File: config.mk
export PLATFORM = sky130hd
export DESIGN_NAME = positional_char_list_core
export DESIGN_NICKNAME = d
export VERILOG_FILES = /design/src/rtl/core/pcl_pkg.sv /design/src/rtl/core/pcl_ctrl.sv /design/src/rtl/core/pcl_dpath.sv /design/src/rtl/core/positional_char_list_core.sv
export SDC_FILE = /design/constraint.sdc
export NUM_CORES = 1
export LEC_CHECK = 0
export BUFFER_PORTS_ARGS = -buffer_cell sky130_fd_sc_hd__buf_4
export CORE_MARGIN = 5
export CORE_UTILIZATION = 25
export DETAILED_ROUTE_END_ITERATION = 12
export MAX_ROUTING_LAYER = met4
export SLEW_MARGIN = 40
export SYNTH_ARGS = -nofsm -noshare
export SYNTH_HDL_FRONTEND = slang
export SYNTH_SLANG_ARGS = --single-unit
File: constraint.sdc
create_clock -name clk_i -period 4.5 [get_ports clk_i]
set_input_delay 0 -clock clk_i [delete_from_list [all_inputs] [get_ports clk_i]]
set_output_delay 0 -clock clk_i [all_outputs]
set_load 0.02 [all_outputs]
File: src/rtl/core/pcl_pkg.sv
// Shared types and constants for the positional character list.
// No dependencies; imported by pcl_ctrl, pcl_dpath and positional_char_list_core.
package pcl_pkg;

  localparam logic [7:0] SENTINEL = 8'h30;

  typedef enum logic [2:0] {
    KIND_INSERT = 3'd0,
    KIND_DELETE = 3'd1,
    KIND_LOCATE = 3'd2,
    KIND_NEXT   = 3'd3,
    KIND_PREV   = 3'd4,
    KIND_PURGE  = 3'd5
  } kind_e;

  typedef enum logic [2:0] {
    ST_OK       = 3'd0,
    ST_FULL     = 3'd1,
    ST_BADPOS   = 3'd2,
    ST_EMPTY    = 3'd3,
    ST_NOTFOUND = 3'd4
  } status_e;

  typedef enum logic [4:0] {
    S_IDLE, S_DECODE,
    S_INS_RD, S_INS_MV, S_INS_WR,
    S_DEL_RD, S_DEL_MV,
    S_LOC_RD, S_LOC_CMP,
    S_RD_ONE, S_RD_VAL,
    S_PUR_RD, S_PUR_LAT, S_PUR_KRD, S_PUR_KCMP, S_PUR_KEEP, S_PUR_NEXT,
    S_RESULT
  } state_e;

  typedef enum logic [2:0] {
    PTR_HOLD, PTR_COUNT, PTR_POS, PTR_ZERO, PTR_INC, PTR_DEC
  } ptr_op_e;

  typedef enum logic [1:0] {
    RD_PTR, RD_PTR_M1, RD_K, RD_POS
  } rd_src_e;

  typedef enum logic [2:0] {
    WR_NONE, WR_SHIFT_UP, WR_SHIFT_DN, WR_ELEM, WR_KEEP
  } wr_src_e;

  typedef enum logic [1:0] {
    CNT_HOLD, CNT_INC, CNT_DEC, CNT_KEPT
  } cnt_op_e;

  typedef enum logic [2:0] {
    RES_NONE, RES_CHECK, RES_NOTFOUND, RES_FOUND, RES_VALUE
  } res_op_e;

  typedef struct packed {
    logic    load;
    ptr_op_e ptr_op;
    rd_src_e rd_src;
    wr_src_e wr_src;
    cnt_op_e cnt_op;
    logic    k_zero;
    logic    k_inc;
    logic    kept_zero;
    logic    kept_inc;
    logic    v_load;
    res_op_e res_op;
  } cmd_t;

  typedef struct packed {
    logic [2:0] kind;
    logic       chk_ok;
    logic       rd_eq_elem;
    logic       rd_eq_v;
    logic       ptr_eq_pos;
    logic       ptr_p1_eq_count;
    logic       k_p1_eq_kept;
    logic       kept_zero;
    logic       pos_eq_count;
    logic       pos_eq_cnt_p1;
  } stat_t;

endpackage

File: src/rtl/core/pcl_ctrl.sv
// Sequencer for the positional character list: one request at a time.
// Depends on pcl_pkg; drives pcl_dpath through cmd_t, reads stat_t.
module pcl_ctrl (
  input  logic           clk_i,
  input  logic           rst_ni,
  input  logic           in_valid_i,
  output logic           in_ready_o,
  output logic           out_valid_o,
  input  logic           out_ready_i,
  input  pcl_pkg::stat_t stat_i,
  output pcl_pkg::cmd_t  cmd_o
);
  import pcl_pkg::*;

  state_e state_q, state_d;

  always_ff @(posedge clk_i or negedge rst_ni) begin
    if (!rst_ni) begin
      state_q <= S_IDLE;
    end else begin
      state_q <= state_d;
    end
  end

  always_comb begin
    state_d = state_q;
    unique case (state_q)
      S_IDLE: begin
        if (in_valid_i) state_d = S_DECODE;
      end
      S_DECODE: begin
        if (!stat_i.chk_ok) begin
          state_d = S_RESULT;
        end else begin
          case (stat_i.kind)
            KIND_INSERT: state_d = stat_i.pos_eq_cnt_p1 ? S_INS_WR : S_INS_RD;
            KIND_DELETE: state_d = stat_i.pos_eq_count ? S_RESULT : S_DEL_RD;
            KIND_LOCATE: state_d = S_LOC_RD;
            KIND_NEXT, KIND_PREV: state_d = S_RD_ONE;
            KIND_PURGE:  state_d = S_PUR_RD;
            default:     state_d = S_RESULT;
          endcase
        end
      end
      S_INS_RD:  state_d = S_INS_MV;
      S_INS_MV:  state_d = stat_i.ptr_eq_pos ? S_INS_WR : S_INS_RD;
      S_INS_WR:  state_d = S_RESULT;
      S_DEL_RD:  state_d = S_DEL_MV;
      S_DEL_MV:  state_d = stat_i.ptr_p1_eq_count ? S_RESULT : S_DEL_RD;
      S_LOC_RD:  state_d = S_LOC_CMP;
      S_LOC_CMP: begin
        if (stat_i.rd_eq_elem || stat_i.ptr_p1_eq_count) state_d = S_RESULT;
        else state_d = S_LOC_RD;
      end
      S_RD_ONE:  state_d = S_RD_VAL;
      S_RD_VAL:  state_d = S_RESULT;
      S_PUR_RD:  state_d = S_PUR_LAT;
      S_PUR_LAT: state_d = stat_i.kept_zero ? S_PUR_KEEP : S_PUR_KRD;
      S_PUR_KRD: state_d = S_PUR_KCMP;
      S_PUR_KCMP: begin
        if (stat_i.rd_eq_v) state_d = S_PUR_NEXT;
        else if (stat_i.k_p1_eq_kept) state_d = S_PUR_KEEP;
        else state_d = S_PUR_KRD;
      end
      S_PUR_KEEP: state_d = S_PUR_NEXT;
      S_PUR_NEXT: state_d = stat_i.ptr_p1_eq_count ? S_RESULT : S_PUR_RD;
      S_RESULT: begin
        if (out_ready_i) state_d = S_IDLE;
      end
      default: state_d = S_IDLE;
    endcase
  end

  always_comb begin
    cmd_o = '0;
    cmd_o.ptr_op = PTR_HOLD;
    cmd_o.rd_src = RD_PTR;
    cmd_o.wr_src = WR_NONE;
    cmd_o.cnt_op = CNT_HOLD;
    cmd_o.res_op = RES_NONE;
    in_ready_o   = 1'b0;
    out_valid_o  = 1'b0;
    unique case (state_q)
      S_IDLE: begin
        in_ready_o = 1'b1;
        cmd_o.load = in_valid_i;
      end
      S_DECODE: begin
        if (!stat_i.chk_ok) begin
          cmd_o.res_op = RES_CHECK;
        end else begin
          case (stat_i.kind)
            KIND_INSERT: cmd_o.ptr_op = PTR_COUNT;
            KIND_DELETE: begin
              cmd_o.ptr_op = PTR_POS;
              if (stat_i.pos_eq_count) begin
                cmd_o.cnt_op = CNT_DEC;
                cmd_o.res_op = RES_CHECK;
              end
            end
            KIND_LOCATE: cmd_o.ptr_op = PTR_ZERO;
            KIND_NEXT, KIND_PREV: cmd_o.ptr_op = PTR_HOLD;
            KIND_PURGE: begin
              cmd_o.ptr_op    = PTR_ZERO;
              cmd_o.kept_zero = 1'b1;
            end
            default: cmd_o.res_op = RES_CHECK;
          endcase
        end
      end
      S_INS_RD: cmd_o.rd_src = RD_PTR_M1;
      S_INS_MV: begin
        cmd_o.wr_src = WR_SHIFT_UP;
        cmd_o.ptr_op = PTR_DEC;
      end
      S_INS_WR: begin
        cmd_o.wr_src = WR_ELEM;
        cmd_o.cnt_op = CNT_INC;
        cmd_o.res_op = RES_CHECK;
      end
      S_DEL_RD: cmd_o.rd_src = RD_PTR;
      S_DEL_MV: begin
        cmd_o.wr_src = WR_SHIFT_DN;
        cmd_o.ptr_op = PTR_INC;
        if (stat_i.ptr_p1_eq_count) begin
          cmd_o.cnt_op = CNT_DEC;
          cmd_o.res_op = RES_CHECK;
        end
      end
      S_LOC_RD: cmd_o.rd_src = RD_PTR;
      S_LOC_CMP: begin
        if (stat_i.rd_eq_elem) cmd_o.res_op = RES_FOUND;
        else if (stat_i.ptr_p1_eq_count) cmd_o.res_op = RES_NOTFOUND;
        else cmd_o.ptr_op = PTR_INC;
      end
      S_RD_ONE: cmd_o.rd_src = RD_POS;
      S_RD_VAL: cmd_o.res_op = RES_VALUE;
      S_PUR_RD: cmd_o.rd_src = RD_PTR;
      S_PUR_LAT: begin
        cmd_o.v_load = 1'b1;
        cmd_o.k_zero = 1'b1;
      end
      S_PUR_KRD: cmd_o.rd_src = RD_K;
      S_PUR_KCMP: begin
        if (!stat_i.rd_eq_v) cmd_o.k_inc = 1'b1;
      end
      S_PUR_KEEP: begin
        cmd_o.wr_src   = WR_KEEP;
        cmd_o.kept_inc = 1'b1;
      end
      S_PUR_NEXT: begin
        if (stat_i.ptr_p1_eq_count) begin
          cmd_o.cnt_op = CNT_KEPT;
          cmd_o.res_op = RES_CHECK;
        end else begin
          cmd_o.ptr_op = PTR_INC;
        end
      end
      S_RESULT: out_valid_o = 1'b1;
      default: ;
    endcase
  end

endmodule

File: src/rtl/core/pcl_dpath.sv
// Datapath: entry memory, count, scan pointers, request and result registers.
// Depends on pcl_pkg; commanded by pcl_ctrl.
module pcl_dpath #(
  parameter int CAPACITY = 64
) (
  input  logic           clk_i,
  input  logic           rst_ni,
  input  pcl_pkg::cmd_t  cmd_i,
  output pcl_pkg::stat_t stat_o,
  input  logic [2:0]     kind_i,
  input  logic [6:0]     position_i,
  input  logic [7:0]     element_i,
  output logic [2:0]     status_o,
  output logic [7:0]     value_o,
  output logic [6:0]     found_index_o,
  output logic [6:0]     length_o
);
  import pcl_pkg::*;

  localparam int CW = $clog2(CAPACITY + 1);
  localparam int AW = (CAPACITY > 1) ? $clog2(CAPACITY) : 1;
  localparam int XW = CW + 8;

  logic [7:0]    mem [CAPACITY];
  logic [7:0]    rd_q;
  logic [2:0]    kind_q;
  logic [6:0]    pos_q;
  logic [7:0]    elem_q, v_q;
  logic [CW-1:0] count_q, count_d, ptr_q, ptr_d, k_q, kept_q;
  logic [2:0]    status_q;
  logic [7:0]    value_q;
  logic [6:0]    found_q;

  logic [XW-1:0] pos_x, cnt_x, ptr_x;
  logic          chk_ok;
  status_e       chk_status;
  logic          we;
  logic [AW-1:0] wa, ra;
  logic [7:0]    wd;

  assign pos_x = XW'(pos_q);
  assign cnt_x = XW'(count_q);
  assign ptr_x = XW'(ptr_q);

  always_comb begin
    chk_status = ST_OK;
    case (kind_q)
      KIND_INSERT: begin
        if (cnt_x == XW'(CAPACITY)) chk_status = ST_FULL;
        else if (pos_x == '0 || pos_x > cnt_x + XW'(1)) chk_status = ST_BADPOS;
      end
      KIND_DELETE: begin
        if (count_q == '0) chk_status = ST_EMPTY;
        else if (pos_x == '0 || pos_x > cnt_x) chk_status = ST_BADPOS;
      end
      KIND_LOCATE, KIND_PURGE: begin
        if (count_q == '0) chk_status = ST_EMPTY;
      end
      KIND_NEXT: begin
        if (count_q == '0) chk_status = ST_EMPTY;
        else if (pos_x == '0 || pos_x >= cnt_x) chk_status = ST_BADPOS;
      end
      KIND_PREV: begin
        if (count_q == '0) chk_status = ST_EMPTY;
        else if (pos_x < XW'(2) || pos_x > cnt_x) chk_status = ST_BADPOS;
      end
      default: chk_status = ST_OK;
    endcase
  end
  assign chk_ok = (chk_status == ST_OK);

  always_comb begin
    stat_o.kind            = kind_q;
    stat_o.chk_ok          = chk_ok;
    stat_o.rd_eq_elem      = (rd_q == elem_q);
    stat_o.rd_eq_v         = (rd_q == v_q);
    stat_o.ptr_eq_pos      = (ptr_x == pos_x);
    stat_o.ptr_p1_eq_count = (ptr_x + XW'(1) == cnt_x);
    stat_o.k_p1_eq_kept    = (k_q + CW'(1) == kept_q);
    stat_o.kept_zero       = (kept_q == '0);
    stat_o.pos_eq_count    = (pos_x == cnt_x);
    stat_o.pos_eq_cnt_p1   = (pos_x == cnt_x + XW'(1));
  end

  always_comb begin
    case (cmd_i.rd_src)
      RD_PTR:    ra = AW'(ptr_q);
      RD_PTR_M1: ra = AW'(ptr_q - CW'(1));
      RD_K:      ra = AW'(k_q);
      RD_POS:    ra = (kind_q == KIND_NEXT) ? AW'(pos_x) : AW'(pos_x - XW'(2));
      default:   ra = '0;
    endcase
  end

  always_comb begin
    we = 1'b1;
    wa = '0;
    wd = rd_q;
    case (cmd_i.wr_src)
      WR_SHIFT_UP: wa = AW'(ptr_q);
      WR_SHIFT_DN: wa = AW'(ptr_q - CW'(1));
      WR_ELEM: begin
        wa = AW'(pos_x - XW'(1));
        wd = elem_q;
      end
      WR_KEEP: begin
        wa = AW'(kept_q);
        wd = v_q;
      end
      default: we = 1'b0;
    endcase
  end

  always_ff @(posedge clk_i) begin
    if (we) mem[wa] <= wd;
    rd_q <= mem[ra];
  end

  always_comb begin
    case (cmd_i.ptr_op)
      PTR_COUNT: ptr_d = count_q;
      PTR_POS:   ptr_d = CW'(pos_x);
      PTR_ZERO:  ptr_d = '0;
      PTR_INC:   ptr_d = ptr_q + CW'(1);
      PTR_DEC:   ptr_d = ptr_q - CW'(1);
      default:   ptr_d = ptr_q;
    endcase
    case (cmd_i.cnt_op)
      CNT_INC:  count_d = count_q + CW'(1);
      CNT_DEC:  count_d = count_q - CW'(1);
      CNT_KEPT: count_d = kept_q;
      default:  count_d = count_q;
    endcase
  end

  always_ff @(posedge clk_i or negedge rst_ni) begin
    if (!rst_ni) begin
      count_q <= '0;
    end else begin
      count_q <= count_d;
    end
  end

  always_ff @(posedge clk_i) begin
    ptr_q <= ptr_d;
    if (cmd_i.load) begin
      kind_q <= kind_i;
      pos_q  <= position_i;
      elem_q <= element_i;
    end
    if (cmd_i.v_load) v_q <= rd_q;
    if (cmd_i.k_zero) k_q <= '0;
    else if (cmd_i.k_inc) k_q <= k_q + CW'(1);
    if (cmd_i.kept_zero) kept_q <= '0;
    else if (cmd_i.kept_inc) kept_q <= kept_q + CW'(1);
    case (cmd_i.res_op)
      RES_CHECK: begin
        status_q <= chk_status;
        value_q  <= SENTINEL;
        found_q  <= '0;
      end
      RES_NOTFOUND: begin
        status_q <= ST_NOTFOUND;
        value_q  <= SENTINEL;
        found_q  <= '0;
      end
      RES_FOUND: begin
        status_q <= ST_OK;
        value_q  <= SENTINEL;
        found_q  <= 7'(ptr_x + XW'(1));
      end
      RES_VALUE: begin
        status_q <= ST_OK;
        value_q  <= rd_q;
        found_q  <= '0;
      end
      default: ;
    endcase
  end

  assign status_o      = status_q;
  assign value_o       = value_q;
  assign found_index_o = found_q;
  assign length_o      = 7'(count_q);

endmodule

File: src/rtl/core/positional_char_list_core.sv
// Top level of the positional character list: ordered byte list with
// insert, delete, locate, next, previous and duplicate purge.
// Depends on pcl_pkg, pcl_ctrl and pcl_dpath.
//
// Requests arrive on the s_axis channel, one beat per request; each gives
// exactly one result beat on m_axis. One request is in work at a time:
// s_axis_tready is high only while the block is idle.
// Work per request (n = length, k = kept values): next and previous read
//   one entry; errors and unused kinds go straight to the result;
//   insert at p moves the entries from n down to p up by one; delete at p
//   moves the entries above p down by one; locate scans from the first entry
//   to a match or to n; purge checks each entry against up to k kept values,
//   all through the single memory read port that both the outer and the inner scan share.
// A result waits in the output register while m_axis_tready is low; no
// new request is taken until it is delivered and the block is back in idle.
// Reset empties the list at once; the entry memory needs no clearing.
module positional_char_list_core #(
  parameter int CAPACITY = 64
) (
  input  logic        clk_i,
  input  logic        rst_ni,
  input  logic        s_axis_tvalid,
  output logic        s_axis_tready,
  input  logic [15:0] s_axis_tdata,  // position[6:0], element[14:7]
  input  logic [2:0]  s_axis_tuser,  // kind[2:0]
  output logic        m_axis_tvalid,
  input  logic        m_axis_tready,
  output logic [31:0] m_axis_tdata   // status[2:0], value[10:3], found_index[17:11],
                                     // length[24:18]
);
  import pcl_pkg::*;

  cmd_t       cmd;
  stat_t      stat;
  logic [2:0] status;
  logic [7:0] value;
  logic [6:0] found_index;
  logic [6:0] length;

  pcl_ctrl u_ctrl (
    .clk_i       (clk_i),
    .rst_ni      (rst_ni),
    .in_valid_i  (s_axis_tvalid),
    .in_ready_o  (s_axis_tready),
    .out_valid_o (m_axis_tvalid),
    .out_ready_i (m_axis_tready),
    .stat_i      (stat),
    .cmd_o       (cmd)
  );

  pcl_dpath #(
    .CAPACITY (CAPACITY)
  ) u_dpath (
    .clk_i         (clk_i),
    .rst_ni        (rst_ni),
    .cmd_i         (cmd),
    .stat_o        (stat),
    .kind_i        (s_axis_tuser),
    .position_i    (s_axis_tdata[6:0]),
    .element_i     (s_axis_tdata[14:7]),
    .status_o      (status),
    .value_o       (value),
    .found_index_o (found_index),
    .length_o      (length)
  );

  assign m_axis_tdata = {7'd0, length, found_index, value, status};

endmodule
### After elaboration in Yosys (flattened, before gate mapping)

Memory sizes are Yosys's and may differ from the RTL's. A register that Yosys moved wholly into a read port is not among the register bits.
Cells that the tools add are included.

* register bits after elaboration: 77
* memory bits (writable): 512
* input port bits: 23
* output and inout bits: 34
* word-level logic and storage cells: 171
* memories kept: 1

Memory list
* u_dpath.mem: depth 64, bits a word 8, rd ports 1, clocked after Yosys merged registers in 1, write ports 1, RTL line pcl_dpath.sv:24 `logic [7:0] mem [CAPACITY];`

* add/sub/neg operators: 10
* order comparisons: 4
* equality and inequality tests: 51
* muxes and demuxes: 66
* reductions and logical operators: 27

Operators by type and width (number)
* 5-bit case mux with 17 select lines: 1
* 6-bit case mux with 4 select lines: 2
* 3-bit case mux with 5 select lines: 3
* 5-bit by 4-bit == test with 1-bit output (second input constant): 8
* 5-bit two-way mux: 8
* 7-bit case mux with 5 select lines: 1
* 3-bit two-way mux: 11
* 8-bit case mux with 2 select lines: 2
* 7-bit by 1-bit adder with 7-bit output (second input constant): 4
* 2-bit two-way mux: 13
* 5-bit case mux with 5 select lines: 1
* 3-bit by 2-bit == test with 1-bit output (second input constant): 8
* 7-bit == test: 3
* 7-bit case mux with 3 select lines: 1
* 5-bit by 3-bit == test with 1-bit output (second input constant): 4
* 3-bit == test (second input constant): 6
* 7-bit by 1-bit adder with 8-bit output (second input constant): 2
* 8-bit == test: 2
* 15-bit by 7-bit == test with 1-bit output: 1
* 15-bit zero test: 1
* 1-bit two-way mux: 15
* 7-bit zero test: 2
* 7-bit case mux with 2 select lines: 1
* 7-bit by 1-bit subtractor with 7-bit output (second input constant): 2
* other kinds (33): 56

### Logic depth before layout (Yosys ltp)

Gate-level depths: netlist of run 1.

* word-level depth: 12
* depth in mapped cells: 19

### By module

Synthesis of run 1 repeated with hierarchy kept, for this count alone.

* cells, all modules: 1856
* area total of the unflattened synthesis: 26728.1 µm²

Modules (own cells, without submodules)
* pcl_dpath: times used 1, cells each 1718, area each 25729.7 µm², seq. area each 17521.8 µm²
* pcl_ctrl: times used 1, cells each 130, area each 942.2 µm², seq. area each 125.1 µm²
* positional_char_list_core: times used 1, cells each 8, area each 56.3 µm², seq. area each 0.0 µm²

### Least setup slack after synthesis of run 1

OpenSTA, ideal clock, no wires.

* kind: register to register
* start: register u_dpath.ptr_q[1]
* end: register u_dpath.count_q[6], in the netlist u_dpath.length_o[6]
* library setup time: 0.126 ns
* arrival time: 3.878 ns
* required time: 4.374 ns
* slack: 0.497 ns
* stages on the path, launching flop included: 20
* path buffers: 2
* cells stage by stage: edfxtp_1 -> clkbuf_1 -> inv_1 -> ha_1 -> clkbuf_1 -> xor2_1 -> nor2_1 -> o2111a_1 -> nand3_1 -> o22ai_1 -> nand2_1 -> fa_1 -> inv_1 -> a21oi_1 -> o21bai_1 -> a21o_1 -> a21o_1 -> mux2_2 -> o22ai_1 -> a21oi_1

* longest elaborated chain between the ends: 6

RTL lines
* start, declared: RTL line pcl_dpath.sv:29 `logic [CW-1:0] count_q, count_d, ptr_q, ptr_d, k_q, kept_q;`
* start signal, assigned: RTL line pcl_dpath.sv:145 `ptr_q <= ptr_d;`
* 7-bit by 1-bit adder with 8-bit output *: RTL line pcl_dpath.sv:78 `stat_o.ptr_p1_eq_count = (ptr_x + XW'(1) == cnt_x);`
* 15-bit by 7-bit == test with 1-bit output *: RTL line pcl_dpath.sv:78
* 2-bit two-way mux (on tied branches): RTL line pcl_ctrl.sv:152, pcl_ctrl.sv:125
* 2-bit case mux with 4 select lines *: RTL line pcl_ctrl.sv:83 `unique case (state_q)`
* 2-bit == test or 2-bit by 1-bit == test with 1-bit output (tied branches): RTL line pcl_dpath.sv:128 `case (cmd_i.cnt_op)`
* 7-bit case mux with 3 select lines or 3-bit nonzero test (tied branches)
* end signal, assigned: RTL line pcl_dpath.sv:140 `count_q <= count_d;`
* end, declared: RTL line pcl_dpath.sv:29

Every way passes the cells marked *; elsewhere a longest branch is shown, timed or not.
A chain may end at the register's enable or synchronous reset.

### Final worst setup path of run 1

* start: register u_ctrl.state_q[0]
* end: register u_dpath.rd_q[6] (read register of u_dpath.mem)

* longest elaborated chain between the ends: 4

RTL lines
* start, declared: RTL line pcl_ctrl.sv:15 `state_e state_q, state_d;`
* start signal, assigned: RTL line pcl_ctrl.sv:21 `state_q <= state_d;`
* 5-bit by 4-bit == test with 1-bit output or 5-bit by 2-bit == test with 1-bit output (tied branches): RTL line pcl_ctrl.sv:83
* 2-bit case mux with 3 select lines *: RTL line pcl_ctrl.sv:83
* 2-bit == test, or another cell as far along: RTL line pcl_dpath.sv:86 `case (cmd_i.rd_src)`
* 6-bit case mux with 4 select lines *: RTL line pcl_dpath.sv:86
* end, declared: RTL line pcl_dpath.sv:25 `logic [7:0] rd_q;`

Marks and branches as above.

==> summary.txt, run 1 <==
Yosys
  • Most numerous cell in the Yosys netlist: edfxtp_1
  • Register area share after synthesis: 65.49%
  • EDFF count, synth: 563
  • Post-synth top area share: 62.74%
  • Top FF cell, synth: edfxtp_1
  • #FFs+latches synth: 597
  • Netlist cell types: 92
  • Ys Warns: 0
  • Top cells by count, synth: edfxtp_1, nand2_1, nand3_1
  • Post-Syn Instances: 2116
  • Post-synthesis area per instance: 12.73 sq um
  • Synth area leaders: edfxtp_1, mux2i_1, nand2_1
  • Cell taking the most area after synthesis: edfxtp_1
  • Post-Syn Area: 26940 sq um
  • Async SR Flop Fraction: 2.010%

Power
  • Power per cell area: 720.0 nW/um^2
  • Pint: 13.74 mW
  • Comb power frac: 43.0%
  • Peak supply drop: 0.5394 mV
  • Switching power: 9.200 mW
  • Sequential Power Share: 34.2%
  • Overall Power: 22.94 mW
  • Leakage: 10.99 nW
  • Switching share of power: 40.10%
  • Clock power share: 22.8%

Floorplanning
  • Boundary Pins: 57
  • Die X: 338.3 um
  • Initial core utilization: 25.17%
  • Die ar.: 114400 sq um
  • Die height: 338.3 um
  • Row count: 120
  • Core footprint: 107100 sq um

Timing
  • RSZ-0062 raised after global routing: no
  • Relative slew slack: 43.98%
  • FMAX: 0.2468 GHz
  • Worst slew pin tran: 0.8373 ns
  • Setup Skew: 0.03339 ns
  • Setup tns final: 0 ns
  • Final worst path period need: 4.052 ns
  • # setup viols final: 0
  • Hold Vio Cnt, Final: 0
  • Final Max Slew Viols: 0
  • Hold Slack: 0.06623 ns
  • Crit share post-route: 90.04%

Cells and area
  • Fill cells: 10.69k
  • Layout cell share with drive strength beyond 1: 15.15%
  • Synth-to-Final Area Change: 18.27%
  • N_diodes: 0
  • Final Net Count: 2297
  • Final Instance Count excl. Fillers: 3694

Flow run
  • Max capacitance violation total: 0

Route
  • DR WL/cell: 19.78 um
  • Drt drc: 0
  • DR iter-0 viols: 1632
  • Average vias per placed instance: 4.762
  • DR pass1 iterations: 7
  • Post-Route WL: 73.07 mm
  • Via count: 17.59k
  • Final ANT Viol Nets: 0

Clock tree
  • Hold-fix buffers at CTS: 21
  • CTS tree: yes
  • Max Root-Sink Buffers: 3
  • Sink Count: 597
  • Worst-skew pair later-pin latency: 0.66 ns
  • Post-CTS Setup Bufs: 0
  • Cts bufs inserted: 61
  • Post-CTS sizing: 0
  • H-tree Lvls: 2
  • Clock root buffer: clkbuf_16
  • Worst-path clk slew: 0.06 ns

GRT
  • First-pass GRT wire length: 109.5 mm
  • Vias in the first global route: 16.74k
  • GRT Overall Usage: 12.63%
  • Met3 Use GR: 2.226%
  • Met2 Usage GRT: 19.31%
  • Initial antenna violation count: 0
  • Busiest grt layer: met2
  • Total gr overflow: 0
  • Largest net degree at the start of global routing: 88
  • Met1 usage: 17.44%

Hold path
  • Hold WC Path Type: in -> reg

Critical path
  • Setup Crit Path Kind: reg -> reg
  • CP cell instances: nor3_2 > nand2_1 > a311oi_1 > and2_0 > buf_4 > nor2_2 > buf_4 > a32o_1 > nor4_1 > nor3_1
  • Max stage delay cell, worst path: and2_0
  • CP arrival: 4.57 ns
  • Critical Path Start Type: flip-flop
  • Max FO, Critical Path: 20
  • CP max stage delay: 0.64 ns
  • CP required: 5.01 ns
  • CP most frequent cell: buf_4
  • Critical path endpoint category: flip-flop

Outcome
  • Status: complete, no violations

Placed design
  • DP Cell Count: 3562
  • PortBufs: 48
  • Gpl congestion: 0.9206
  • Dpl hpwl: 46.69 mm
[placed cells by master (no fill, tap or decap), types with 25 or more instances in the layout]
master and instances:
nand3_1 183, o21ai_0 34, mux2_2 35, ha_1 30
xnor2_1 41, nand2_1 291, xor2_1 25, nor2_1 148
inv_1 41, and3_1 27, a31oi_1 26, a21oi_1 36
o211ai_1 40, edfxtp_1 563, clkbuf_16 61, nand4_1 46
buf_4 167, mux2i_1 119
[power groups by stage]
stage	registers, mW	clock network, mW	logic (mW)
final	7.85	5.22	9.87
after global routing	7.89	5.57	10.6
after CTS	7.85	5.31	9.88
after detailed placement	7.96	0	9.82
after global placement	7.98	0	9.70
after floorplan	7.84	0	6.24
[layer usage]
| metal | up-vias | share of wire [%] | routed length, um |
|---|---|---|---|
| met4 | 0 | 2.3 | 1683 |
| met2 | 599 | 46 | 33720 |
| met5 | - | 0 | 0 |
| met1 | 8723 | 45 | 32790 |
| li1 | 8182 | - | - |
| met3 | 88 | 6.7 | 4875 |
[stage by stage]
stage	worst slack, ns	instance area [sq um]	utilization (%)
2_1_floorplan	0.4969	26970	-
3_3_place_gp	0.5129	29530	27.59
3_5_place_dp	0.5432	29580	27.63
4_1_cts	0.5441	31850	29.75
5_1_grt	0.1642	31870	29.77
6_report	0.4481	31870	29.77
[kinds of logic after synthesis]
family	count (synthesis)	share of synthesized area (%)
XOR/XNOR	71	2.568
buffers and inverters	179	3.014
flip-flops	597	65.49
AND/OR/NAND/NOR	824	14.50
other	1	0.01392
AO/OA/AOI/OAI	259	7.063
adder cells (fa/ha/maj)	31	1.467
multiplexers	154	5.883
[worst max-delay path: cells and delay by family (launching register included)]
kind | cells | cell delay (ns)
AO/OA/AOI/OAI | 2 | 0.61
buffers and inverters | 2 | 0.45
flip-flops | 1 | 0.59
AND/OR/NAND/NOR | 6 | 2.24
[sequential cells by signal (all words and copies together) (netlist names), 8 cells and up]
| register | count |
|---|---|
| u_dpath.value_o | 8 |
| u_dpath.mem | 512 |
| u_dpath.elem_q | 8 |
| u_dpath.v_q | 8 |
| u_dpath.rd_q | 8 |
[area by class of cell]
type                            instances  area, sq um  area share, %
Multi-Input combinational cell       1346         8622          27.06
Timing Repair Buffer                  196         1624          5.096
Tap cell                             1403         1755          5.509
Sequential cell                       597        17650          55.38
Clock buffer                           73         1602          5.026
Inverter                               41        153.9         0.4829
Clock inverter                         38        462.9          1.453
[worst paths after layout]
check,start,endpoint,slack [ns],depth (start not counted)
worst max-delay path,u_ctrl.state_q[0],u_dpath.rd_q[6],0.45,10
worst min-delay path,s_axis_tvalid,u_ctrl.state_q[0],0.07,5
worst max register to register,u_ctrl.state_q[0],u_dpath.rd_q[6],0.45,10
worst min register to register,u_dpath.rd_q[1],u_dpath.v_q[1],0.54,0
max in group asynchronous,rst_ni,u_dpath.length_o[4],3.60,3
min in group asynchronous,rst_ni,u_ctrl.state_q[3],0.46,3
(Power assumes the default switching activity.)
==> run 2: changes to the inputs <==
==> constraint.sdc (replaced) <==
create_clock -name clk_i -period 4 [get_ports clk_i]
set_input_delay 0 -clock clk_i [delete_from_list [all_inputs] [get_ports clk_i]]
set_output_delay 0 -clock clk_i [all_outputs]
set_load 0.02 [all_outputs]
==> run 2 against run 1 <==
Compared with the run above:
- maximum frequency increased by 5.8%
- critical path type unchanged
- design area up 1.2%
- register-to-register slack worse by 0.28 ns
- clock skew up 0.014 ns
- non-clock buffer count rose by 65
- count of clock-buffer cells in the layout increased by 3
- wire length increased by 2.3%
- critical path depth grew 1
- first-iteration DRC count increased by 0.86%
- worst setup slack worse by 0.28 ns
- die area unchanged
- highest routed layer unchanged
- sequential cell count is the same
- largest cell class unchanged
==> summary.txt, run 2 (same netlist as run 1, synthesis figures left out) <==
Clock tree
  • Clock root buffer: clkbuf_16
  • Hold-fix buffers at CTS: 22
  • Worst-skew pair later-pin latency: 0.65 ns
  • Post-CTS Setup Bufs: 0
  • Cts bufs inserted: 60
  • CTS tree: yes
  • H-tree Lvls: 2
  • Sink Count: 597
  • Worst-path clk slew: 0.07 ns
  • Max Root-Sink Buffers: 3
  • Post-CTS sizing: 0

Cells and area
  • Max FFs per register: 512
  • Fill cells: 10.67k
  • Design area: 32250 sq um
  • Multi-input logic area: 8603 sq um
  • Layout cell share with drive strength beyond 1: 17.08%
  • Sequential Area: 17650 sq um
  • Final Instance Count excl. Fillers: 3758
  • Final Net Count: 2361
  • Most flops, register: u_dpath.mem
  • Synth-to-Final Area Change: 19.68%
  • Util after Layout: 30.12%
  • Most frequent cells in the layout: edfxtp_1, nand2_1, buf_4
  • Most common cell after layout, fill and taps aside: edfxtp_1

Floorplanning
  • Die X: 338.3 um
  • Row count: 120
  • Initial core utilization: 25.17%
  • Core footprint: 107100 sq um
  • Die height: 338.3 um
  • Die ar.: 114400 sq um
  • Boundary Pins: 57

Timing
  • Final Max Slew Viols: 0
  • Relative slew slack: 43.39%
  • # setup viols final: 0
  • Hold Slack: 0.09340 ns
  • FMAX: 0.2610 GHz
  • RSZ-0062 raised after global routing: no
  • Worst slew pin tran: 0.8414 ns
  • Setup tns final: 0 ns
  • Crit share post-route: 95.78%
  • Setup Skew: 0.04774 ns
  • Hold Vio Cnt, Final: 0
  • Final worst path period need: 3.831 ns
  • Setup WS post-layout: 0.1689 ns

Hold path
  • Hold WC Path Type: in -> reg

Critical path
  • Critical Path Start Type: flip-flop
  • Max FO, Critical Path: 55
  • CP arrival: 4.40 ns
  • Setup Crit Path Kind: reg -> reg
  • CP required: 4.57 ns
  • Critical path endpoint category: flip-flop

Flow run
  • Max capacitance violation total: 0

Power
  • Peak supply drop: 0.4717 mV
  • Overall Power: 25.85 mW
  • Leakage: 11.27 nW
  • Power per cell area: 801.6 nW/um^2

GRT
  • Busiest grt layer: met2
  • Initial antenna violation count: 1
  • Vias in the first global route: 17.46k
  • Largest net degree at the start of global routing: 65
  • First-pass GRT wire length: 111.8 mm
  • Met2 Usage GRT: 20.11%
  • Total gr overflow: 0
  • Met1 usage: 17.33%
  • Met3 Use GR: 2.254%
  • GRT Overall Usage: 12.89%

Route
  • Via count: 18.02k
  • DR pass1 iterations: 5
  • Average vias per placed instance: 4.794
  • Final ANT Viol Nets: 0
  • DR iter-0 viols: 1646
  • Post-Route WL: 74.75 mm
  • DR WL/cell: 19.89 um
  • Drt drc: 0

Placed design
  • Dpl hpwl: 49.02 mm
  • PortBufs: 48
  • Gpl congestion: 0.9380
  • Post-DP Area: 30110 sq um
  • DP Cell Count: 3626
  • Placement Setup Slack: 0.1836 ns

Outcome
  • Status: complete, no violations
run 2: changes by cell type in the layout (fill, tap and decap cells not counted), moves of 6 or more:
| cell | delta |
|---|---|
| nand2_2 | +6 |
| buf_4 | +58 |
| nand2_4 | -6 |
| nor2_2 | -7 |
| nor2_1 | +7 |
run 2: worst max-delay path: stages, from the launching register on:
cell and delay, ns:
dfrtp_1 0.50, buf_4 0.22, or3_1 0.34, buf_4 0.20, o32ai_4 0.47, or2_4 0.30, buf_12 0.35, mux2i_1 0.13
mux2_2 0.28, a22oi_1 0.34, nand4_1 0.26, and4b_1 0.33
run 2: metal layers:
| metal | up-vias | routed length [um] | share of wire, % |
|---|---|---|---|
| li1 | 8313 | - | - |
| met1 | 8927 | 32960 | 44 |
| met2 | 663 | 34540 | 46 |
| met3 | 113 | 5220 | 7.0 |
| met4 | 0 | 2023 | 2.7 |
| met5 | - | 0 | 0 |
run 2: cell type report:
type,instances,share of cell area (%)
antenna,1,0.007760
clock buffer,76,4.939
clock inverter,33,0.9700
inverter,41,0.4772
multi-input combinational,1346,26.68
sequential,597,54.72
tap,1403,5.443
timing repair buffer,261,6.763
run 2: power by group:
group	internal, mW	switching, mW
combinational	3.97	7.66
clock	3.08	2.40
sequential	8.34	0.410
run 2: path summary, 6_finish.rpt:
kind,start,endpoint,slack (ns),cells after the start
setup / recovery,u_ctrl.state_q[2],u_dpath.rd_q[7],0.17,11
hold / removal,s_axis_tuser[0],u_dpath.kind_q[0],0.09,2
setup reg to reg,u_ctrl.state_q[2],u_dpath.rd_q[7],0.17,11
hold reg to reg,u_dpath.k_q[6],u_dpath.k_q[6],0.54,2
max in group asynchronous,rst_ni,u_ctrl.state_q[3],3.00,3
min in group asynchronous,rst_ni,u_ctrl.state_q[2],0.54,3
==> run 3: changes to the inputs <==
--- a/config.mk
+++ b/config.mk
@@ -8,6 +8,7 @@
 export BUFFER_PORTS_ARGS = -buffer_cell sky130_fd_sc_hd__buf_4
 export CORE_MARGIN = 5
 export CORE_UTILIZATION = 25
+export CTS_BUF_LIST = sky130_fd_sc_hd__clkbuf_16
 export DETAILED_ROUTE_END_ITERATION = 12
 export MAX_ROUTING_LAYER = met4
 export SLEW_MARGIN = 40
==> run 3 against run 2 <==
Compared with the run above:
- worst setup slack worse by 0.016 ns
- total power down 0.16%
- combinational power about the same
- critical endpoint unchanged
- largest cell class unchanged
- maximum frequency down 0.42%
- via count up 0.12%
- cell count unchanged
- die area unchanged
- global-route usage unchanged
- worst hold slack better by 0.00061 ns
- count of clock-buffer cells in the layout down 15
- clock power down 0.9%
==> summary.txt, run 3 (same netlist as run 1, synthesis figures left out) <==
Route
  • DR WL/cell: 19.90 um
  • Average vias per placed instance: 4.800
  • Post-Route WL: 74.79 mm
  • Final ANT Viol Nets: 0
  • DR iter-0 viols: 1635
  • Via count: 18.04k
  • DR pass1 iterations: 5
  • Drt drc: 0

Timing
  • Setup tns final: 0 ns
  • RSZ-0062 raised after global routing: no
  • # setup viols final: 0
  • Hold Slack: 0.09401 ns
  • Hold Vio Cnt, Final: 0
  • Final Max Slew Viols: 0
  • Worst slew pin tran: 0.8454 ns
  • Final worst path period need: 3.847 ns
  • Relative slew slack: 43.12%
  • FMAX: 0.2599 GHz
  • Crit share post-route: 96.18%
  • Setup Skew: 0.04750 ns

Cells and area
  • Final Net Count: 2361
  • Most flops, register: u_dpath.mem
  • Util after Layout: 30.11%
  • Design area: 32240 sq um
  • Synth-to-Final Area Change: 19.65%
  • Max FFs per register: 512
  • Most frequent cells in the layout: edfxtp_1, nand2_1, buf_4
  • Most common cell after layout, fill and taps aside: edfxtp_1
  • Final Instance Count excl. Fillers: 3758
  • Layout cell share with drive strength beyond 1: 17.08%

GRT
  • GRT Overall Usage: 12.89%
  • Initial antenna violation count: 1
  • Busiest grt layer: met2
  • Met2 Usage GRT: 20.11%
  • Total gr overflow: 0
  • Vias in the first global route: 17.46k
  • Largest net degree at the start of global routing: 65
  • First-pass GRT wire length: 111.8 mm
  • Met1 usage: 17.33%
  • Met3 Use GR: 2.254%

Clock tree
  • Sink Count: 597
  • Cts bufs inserted: 60
  • Worst-path clk slew: 0.07 ns
  • Max Root-Sink Buffers: 3
  • CTS tree: yes
  • Clock root buffer: clkbuf_16
  • H-tree Lvls: 2
  • Worst-skew pair later-pin latency: 0.66 ns

Placed design
  • Gpl congestion: 0.9380
  • PortBufs: 48
  • DP Cell Count: 3626
  • Dpl hpwl: 49.02 mm
  • Post-DP Area: 30110 sq um

Floorplanning
  • Initial core utilization: 25.17%
  • Row count: 120
  • Die ar.: 114400 sq um
  • Core footprint: 107100 sq um
  • Boundary Pins: 57
  • Die X: 338.3 um
  • Die height: 338.3 um

Power
  • Power per cell area: 800.6 nW/um^2
  • Leakage: 11.33 nW
  • Peak supply drop: 0.4724 mV

Critical path
  • Max FO, Critical Path: 55
  • Setup Crit Path Kind: reg -> reg
  • Critical Path Start Type: flip-flop
  • CP arrival: 4.42 ns
  • Critical path endpoint category: flip-flop
  • CP required: 4.57 ns

Flow run
  • Max capacitance violation total: 0

Outcome
  • Status: complete, no violations

Hold path
  • Hold WC Path Type: in -> reg
-- run 3: layout make-up --
class | count | area [sq um]
diodes | 1 | 2.502
multi-input cells | 1346 | 8603
well taps | 1403 | 1755
clock inverters | 48 | 369.1
repair buffers | 261 | 2181
inverters | 41 | 153.9
clock buffers | 61 | 1526
flip-flops and latches | 597 | 17650
fillers | 10675 | 74810
-- run 3: per-layer routing --
| metal | up-vias | routed length [um] |
|---|---|---|
| met2 | 662 | 34550 |
| met4 | 0 | 2064 |
| met3 | 119 | 5138 |
| met5 | - | 0 |
| met1 | 8939 | 33030 |
| li1 | 8318 | - |
-- run 3: through the flow --
| stage | total power, mW | setup WS, ns |
|---|---|---|
| 2_1_floorplan | 15.84 | 0.1092 |
| 3_3_place_gp | 20.30 | -0.03588 |
| 3_5_place_dp | 20.43 | 0.1836 |
| 4_1_cts | 25.92 | 0.1666 |
| 5_1_grt | 27.10 | 0.06019 |
| 6_report | 25.81 | 0.1529 |
-- run 3: worst max-delay path, cell delays in order, from the launching register on --
cell	delay, ns
dfrtp_1	0.50
buf_4	0.22
or3_1	0.34
buf_4	0.20
o32ai_4	0.47
or2_4	0.30
buf_12	0.35
mux2i_1	0.13
mux2_2	0.28
a22oi_1	0.35
nand4_1	0.26
and4b_1	0.33
-- run 3: power by group --
| group | leakage, nW | switching [mW] | internal (mW) |
|---|---|---|---|
| Combinational | 4.95 | 7.67 | 3.97 |
| Sequential | 5.39 | 0.411 | 8.34 |
| Clock | 0.992 | 2.40 | 3.02 |
-- run 3: what timing repair did --
item,in CTS,in global routing
hold buffers,22,0
gates resized for setup,0,0
setup buffers,0,0
hold endpoints to repair,32,0
endpoints found under the setup margin,0,0
-- run 3: worst paths after layout --
| check | endpoint | start | depth (start not counted) | slack, ns |
|---|---|---|---|---|
| setup / recovery | u_dpath.rd_q[7] | u_ctrl.state_q[2] | 11 | 0.15 |
| hold / removal | u_dpath.kind_q[0] | s_axis_tuser[0] | 2 | 0.09 |
| setup reg to reg | u_dpath.rd_q[7] | u_ctrl.state_q[2] | 11 | 0.15 |
| hold reg to reg | u_dpath.k_q[6] | u_dpath.k_q[6] | 2 | 0.54 |
| max in group asynchronous | u_ctrl.state_q[3] | rst_ni | 3 | 3.00 |
| min in group asynchronous | u_ctrl.state_q[2] | rst_ni | 3 | 0.54 |
